**src/design/ghcu_pkg.sv**
```systemverilog
`timescale 1ns / 1ps

package ghcu_pkg;

  localparam int KRYLOV_DEPTH = 32;
  localparam int ADDR_W = $clog2(KRYLOV_DEPTH);
  localparam int CNT_W = $clog2(KRYLOV_DEPTH + 1);
  localparam int IDX_W = $clog2(KRYLOV_DEPTH + 2);

  localparam logic [1:0] CLS_START = 2'd0;
  localparam logic [1:0] CLS_ELEM  = 2'd1;
  localparam logic [1:0] CLS_LAST  = 2'd2;

  localparam logic signed [31:0] ONE_Q24 = 32'sh0100_0000;

  typedef struct packed {
    logic              kind;
    logic signed [31:0] value;
    logic              last;
  } in_t;

  typedef struct packed {
    logic signed [31:0] diag_value;
    logic [5:0]         position;
    logic signed [31:0] rhs_entry;
    logic [30:0]        resid_mag;
    logic               is_last;
    logic               overflow;
  } out_t;

  typedef struct packed {
    logic [1:0]         cls;
    logic signed [31:0] value;
  } task_t;

  // Rounds a Q18.48 value to Q8.24 and saturates; bit 32 flags saturation.
  function automatic logic [32:0] round_sat(input logic signed [65:0] x);
    logic signed [65:0] t;
    t = (x + 66'sd8388608) >>> 24;
    if (t > 66'sd2147483647) begin
      return {1'b1, 32'h7fff_ffff};
    end else if (t < -66'sd2147483648) begin
      return {1'b1, 32'h8000_0000};
    end
    return {1'b0, t[31:0]};
  endfunction

endpackage

```
**src/design/ghcu_front.sv**
```systemverilog
`timescale 1ns / 1ps

module ghcu_front import ghcu_pkg::*; (
  input  logic  clk,
  input  logic  rst,
  input  logic  in_valid,
  output logic  in_ready,
  input  in_t   in_data,
  output logic  q_valid,
  input  logic  q_ready,
  output task_t q_item
);

  task_t      slots [2];
  logic       wr_ptr;
  logic       rd_ptr;
  logic [1:0] count;
  task_t      cls_item;
  logic       push;
  logic       pop;

  always_comb begin
    cls_item.value = in_data.value;
    if (!in_data.kind) begin
      cls_item.cls = CLS_START;
    end else if (in_data.last) begin
      cls_item.cls = CLS_LAST;
    end else begin
      cls_item.cls = CLS_ELEM;
    end
  end

  assign in_ready = (count != 2'd2);
  assign q_valid  = (count != 2'd0);
  assign q_item   = slots[rd_ptr];
  assign push     = in_valid && in_ready;
  assign pop      = q_valid && q_ready;

  always_ff @(posedge clk) begin
    if (push) begin
      slots[wr_ptr] <= cls_item;
    end
  end

  always_ff @(posedge clk) begin
    if (rst) begin
      wr_ptr <= 1'b0;
      rd_ptr <= 1'b0;
      count  <= 2'd0;
    end else begin
      if (push) begin
        wr_ptr <= ~wr_ptr;
      end
      if (pop) begin
        rd_ptr <= ~rd_ptr;
      end
      count <= count + 2'(push) - 2'(pop);
    end
  end

  assert property (@(posedge clk) disable iff (rst) count <= 2'd2)
    else $error("Queue count exceeds its depth.");

endmodule

```
**config.mk**
```make
export PLATFORM = sky130hd
export DESIGN_NAME = ghcu_front
export DESIGN_NICKNAME = d
export VERILOG_FILES = /design/src/design/ghcu_pkg.sv /design/src/design/ghcu_front.sv
export SDC_FILE = /design/constraint.sdc
export NUM_CORES = 1
export LEC_CHECK = 0
export BUFFER_PORTS_ARGS = -buffer_cell sky130_fd_sc_hd__buf_2
export CAP_MARGIN = 20
export CELL_PAD_IN_SITES_DETAIL_PLACEMENT = 0
export CELL_PAD_IN_SITES_GLOBAL_PLACEMENT = 1
export CORE_MARGIN = 4
export CORE_UTILIZATION = 41
export CTS_BUF_LIST = sky130_fd_sc_hd__clkbuf_2 sky130_fd_sc_hd__clkbuf_4 sky130_fd_sc_hd__clkbuf_8
export CTS_CLUSTER_DIAMETER = 100
export DETAILED_ROUTE_END_ITERATION = 6
export PLACE_DENSITY_LB_ADDON = 0.1
export SYNTH_ARGS = -nofsm -noshare
export SYNTH_HDL_FRONTEND = slang
export SYNTH_SLANG_ARGS = --single-unit
```
**constraint.sdc**
```tcl
create_clock -name clk -period 1.95 [get_ports clk]
set_clock_uncertainty 0.05 [all_clocks]
set_input_delay 0.4875 -clock clk [delete_from_list [all_inputs] [get_ports clk]]
set_output_delay 0.4875 -clock clk [all_outputs]
set_load 0.05 [all_outputs]
```
## Yosys cells after proc, flatten, opt, wreduce, memory -nomap -nowiden

Memory sizes are Yosys's and may differ from the RTL's. A register that Yosys moved wholly into a read port is not among the register bits.
Index checks and enable logic that the tools add are counted.

| storage, ports and cells | value |
|---|---|
| output and inout port bits | 36 |
| memories | 1 |
| memory bits (writable) | 68 |
| flip-flop bits (word level) | 4 |
| word-level logic and storage cells | 18 |
| input port bits | 38 |

| cells by class | value |
|---|---|
| bitwise operators | 2 |
| add/sub/neg operators | 2 |
| muxes and demuxes | 6 |
| reductions and logical operators | 3 |
| equal/unequal tests | 1 |

Memory list:

| memory | words | bits a word | rd ports | clocked after memory_dff | wr ports | RTL line | source |
|---|---|---|---|---|---|---|---|
| slots | 2 | 34 | 1 | 1 | 1 | ghcu_front.sv:14 | `task_t slots [2];` |

Operators with widths:

| kind | count |
|---|---|
| $mux 1 | 4 |
| $mux 2 | 2 |
| $add 2x1->2 | 1 |
| $logic_and 1x1->1 | 2 |
| $ne 2x2->1 const B | 1 |
| $not 1->1 | 2 |
| $reduce_bool 2->1 | 1 |
| $sub 2x1->2 | 1 |

## Longest topological paths before layout

| logic depth | value |
|---|---|
| word-level depth | 4 |
| depth in mapped cells | 6 |
| mapped depth without buffers | 6 |

## Worst setup path after synthesis

OpenSTA, ideal clock, no wires.

| timing | value |
|---|---|
| path kind | register to register |
| start | register count[0] |
| end | memory slots[1][0] (netlist bit) (enable) |
| arrival | 1.857 ns |
| stages on the path, launching flop included | 3 |
| required time | 1.506 ns |
| clock period less this slack | 2.301 ns |
| setup time | 0.394 ns |
| setup slack | -0.351 ns |
| path buffers | 0 |
| cells stage by stage | dfxtp_1 nand2b_1 and3_1 |

| on the way | value |
|---|---|
| cells in the longest elaborated chain, start to end | 4 |

RTL lines:

| what | RTL line | source |
|---|---|---|
| start, declared | ghcu_front.sv:17 | `logic [1:0] count;` |
| start signal, assigned | ghcu_front.sv:57 | `count <= count + 2'(push) - 2'(pop);` |
| $ne 2x2->1 | ghcu_front.sv:33 | `assign in_ready = (count != 2'd2);` |
| net in_ready | ghcu_front.sv:7 | `output logic in_ready,` |
| $logic_and 1x1->1 | ghcu_front.sv:36 | `assign push = in_valid && in_ready;` |
| $mux 1 | ghcu_front.sv:40 | `if (push) begin` |
| $mux 1 (not written as such) | ghcu_front.sv:41 | `slots[wr_ptr] <= cls_item;` |
| end, declared | ghcu_front.sv:14 |  |

The timed path passes the listed nets, and every way through them passes these cells.

==> run metrics <==
die width 89.5 um; Synth Area in Adders less than 1%; drt total wl 4.92 mm; Leak 1.37 nW; cts bufs inserted 9; Yosys reg bits between 70 and 80; worst slack, placed 0.140 ns; Final #Nets 260; DRT Pass-1 Iters 3; placeable core area approximately 6400 um2; largest family of logic cells by synthesized area multiplexers; initial core utilization between 40% and 50%; Max Cap Viol 0; Tcrit/Tclk final 99.3%; pwr/cell area between 1000 and 1500 nW/um2; HP Start in_data[6]; final core occ between 50% and 60%; Cells after Synth 137; register area 2150 um2; largest net degree at the start of global routing 35; post-synthesis mux area share 14.0%; post-route worst setup slack ~0.013 ns; simple logic cell fraction of the synthesized area 3.81%; most numerous cell in the Yosys netlist edfxtp_1; fin area 3650 um2; leading area contributor after synthesis edfxtp_1; synth top area cells edfxtp_1, mux2_1, dfxtp_1, buf_4, nor2b_1; r2r startpoint count[1]; Total Die Area between 8000 and 9000 um2; layout cells sized above 1 between 40% and 50%; Ys Warns 0; Synth top cells by count edfxtp_1, mux2_1, dfxtp_1, nor2_1; crit path kind reg2out; Final Hold Fails 0; number of setup violations in the final report 0; CP max-delay cell dfxtp_4; CTS tree built; area of the multi-input gates roughly 560 um2; crit start category flop; GP Congestion around 0.68; via count between 1000 and 1500; residual DRC count 0; WP data required about 1.4 ns; Arr. time, crit path ~1.4 ns; WHS Path Cells 1; fillers approximately 530; initial antenna violation count 0; Detail Placement HPWL 3.19 mm; synth-to-layout area growth 34.1%; buffers added on ports 73; Tmin final 1.94 ns; sequential area share after synthesis 78.6%; GRT Total Usage about an eighth; reg-to-reg slack, setup between 0.2 and 0.3 ns; ys async rst share 0%; worst path cell trace buf_12 -> mux2_2 -> buf_6; hold buffers post-CTS 0; Tot Pwr 4.75 mW; Site Rows 29; syn nets ~180; hold crit path type in2reg; Buf+Inv Stages, Crit Path 2; wire length per cell between 15 and 20 um; max incr delay on CP 0.38 ns; Worst Tran Pin Value ~0.37 ns; number of global-route vias before repair 1543; diodes inserted 0; Clock Sinks between 70 and 80; CTS clk-pin slew, worst paths about 0.080 ns; xor/xnor share of the synthesized area less than 1%; Slew headroom roughly three quarters; Clock Latency Late Sink roughly 0.33 ns; RR Endpoint count[1]; ys flop type edfxtp_1; CTS H-tree depth 3; total grt overflow 0; Mean Syn Cell Area 19.9 um2; status finished clean; CP Max Fanout 18; Worst path top cell family by delay flip-flops; RSZ-0062 raised after global routing true; I/O pins between 70 and 80; Worst Setup End Kind primary output; Max Slew Vio Count 0; CTS Buffer Depth 2; number of synthesized flops with an enable pin 68; unique cell type count in the Yosys netlist 25; f_max around 0.52 GHz; Vias/cell about 4.8; area of placed instances roughly 3200 um2; postcts setup bufs 0; first-pass GRT wire length approximately 7.3 mm; Synth Cell Area about 2700 um2; initial DRC count 33; share of the synthesized area in the top cell type between 70% and 80%; VDD IR max about 0.61 mV; Hold Path Sink slots[0][5]; Die Height a little under 90 um; antenna-violating nets left 0; cts repair resizes 56; r2r worst-path depth 6; compound-cell area share of the yosys netlist under 10%; Root Buffer clkbuf_8
## power breakdown
group | internal [mW] | switching [mW] | leakage [nW]
Clock | 0.596 | 0.521 | 0.0931
Combinational | 0.627 | 1.04 | 0.597
Sequential | 1.90 | 0.0603 | 0.679
## sequential cells by signal (all words and copies together), names as in the netlist, named ones only
signal and count:
count 2, slots 68, wr_ptr 1, rd_ptr 1
## kinds of logic after synthesis
group           count (synthesis)
mux                            34
xor+xnor                        1
compound gates                  6
simple gates                   17
fa+ha+maj                       1
buf+inv                         5
flops                          73
## layout make-up
cell class / count / area share [%]
multi-input cells: 59 / 15.2
repair buffers: 77 / 18.0
inverters: 1 / 0.205
flip-flops and latches: 73 / 58.7
well taps: 77 / 2.64
clock buffers: 10 / 3.60
clock inverters: 6 / 1.61
## placed cells by master, fill, tap and decap left out, types with 2 or more instances in the layout
cell | netlist | layout
buf_12 | 0 | 4
nor2_1 | 4 | 4
edfxtp_1 | 68 | 68
dfxtp_1 | 5 | 4
nor2b_1 | 3 | 3
clkinvlp_4 | 0 | 3
mux2_1 | 34 | 24
buf_2 | 1 | 39
buf_6 | 0 | 34
clkinv_2 | 0 | 2
mux2_2 | 0 | 10
clkbuf_8 | 0 | 9
## metal layers
metal	wire, um	GRT usage, %
met5	0	0
met4	44	4.87
met3	368	5.62
met2	2630	22.0
met1	1880	14.5
## metrics by stage
stage / hold slack [ns] / setup TNS [ns] / instances
floorplan: 0.422 / 0 / 137
global placement: 0.439 / 0 / 287
detailed placement: 0.454 / 0 / 287
CTS: 0.272 / -0.0276 / 303
global route: 0.254 / -0.928 / 303
finish: 0.287 / 0 / 303
## worst max-delay path by stage
stage               slack (ns)  cells after the start           to
detailed placement        0.14                      7     count[1]
floorplan                 0.13                      3  slots[0][0]
global placement          0.23                      7     count[1]
global route             -0.05                      3    q_item[0]
CTS                      -0.02                      3   q_item[29]
finish                    0.01                      3   q_item[18]
Power figures use the tool's default switching activity.
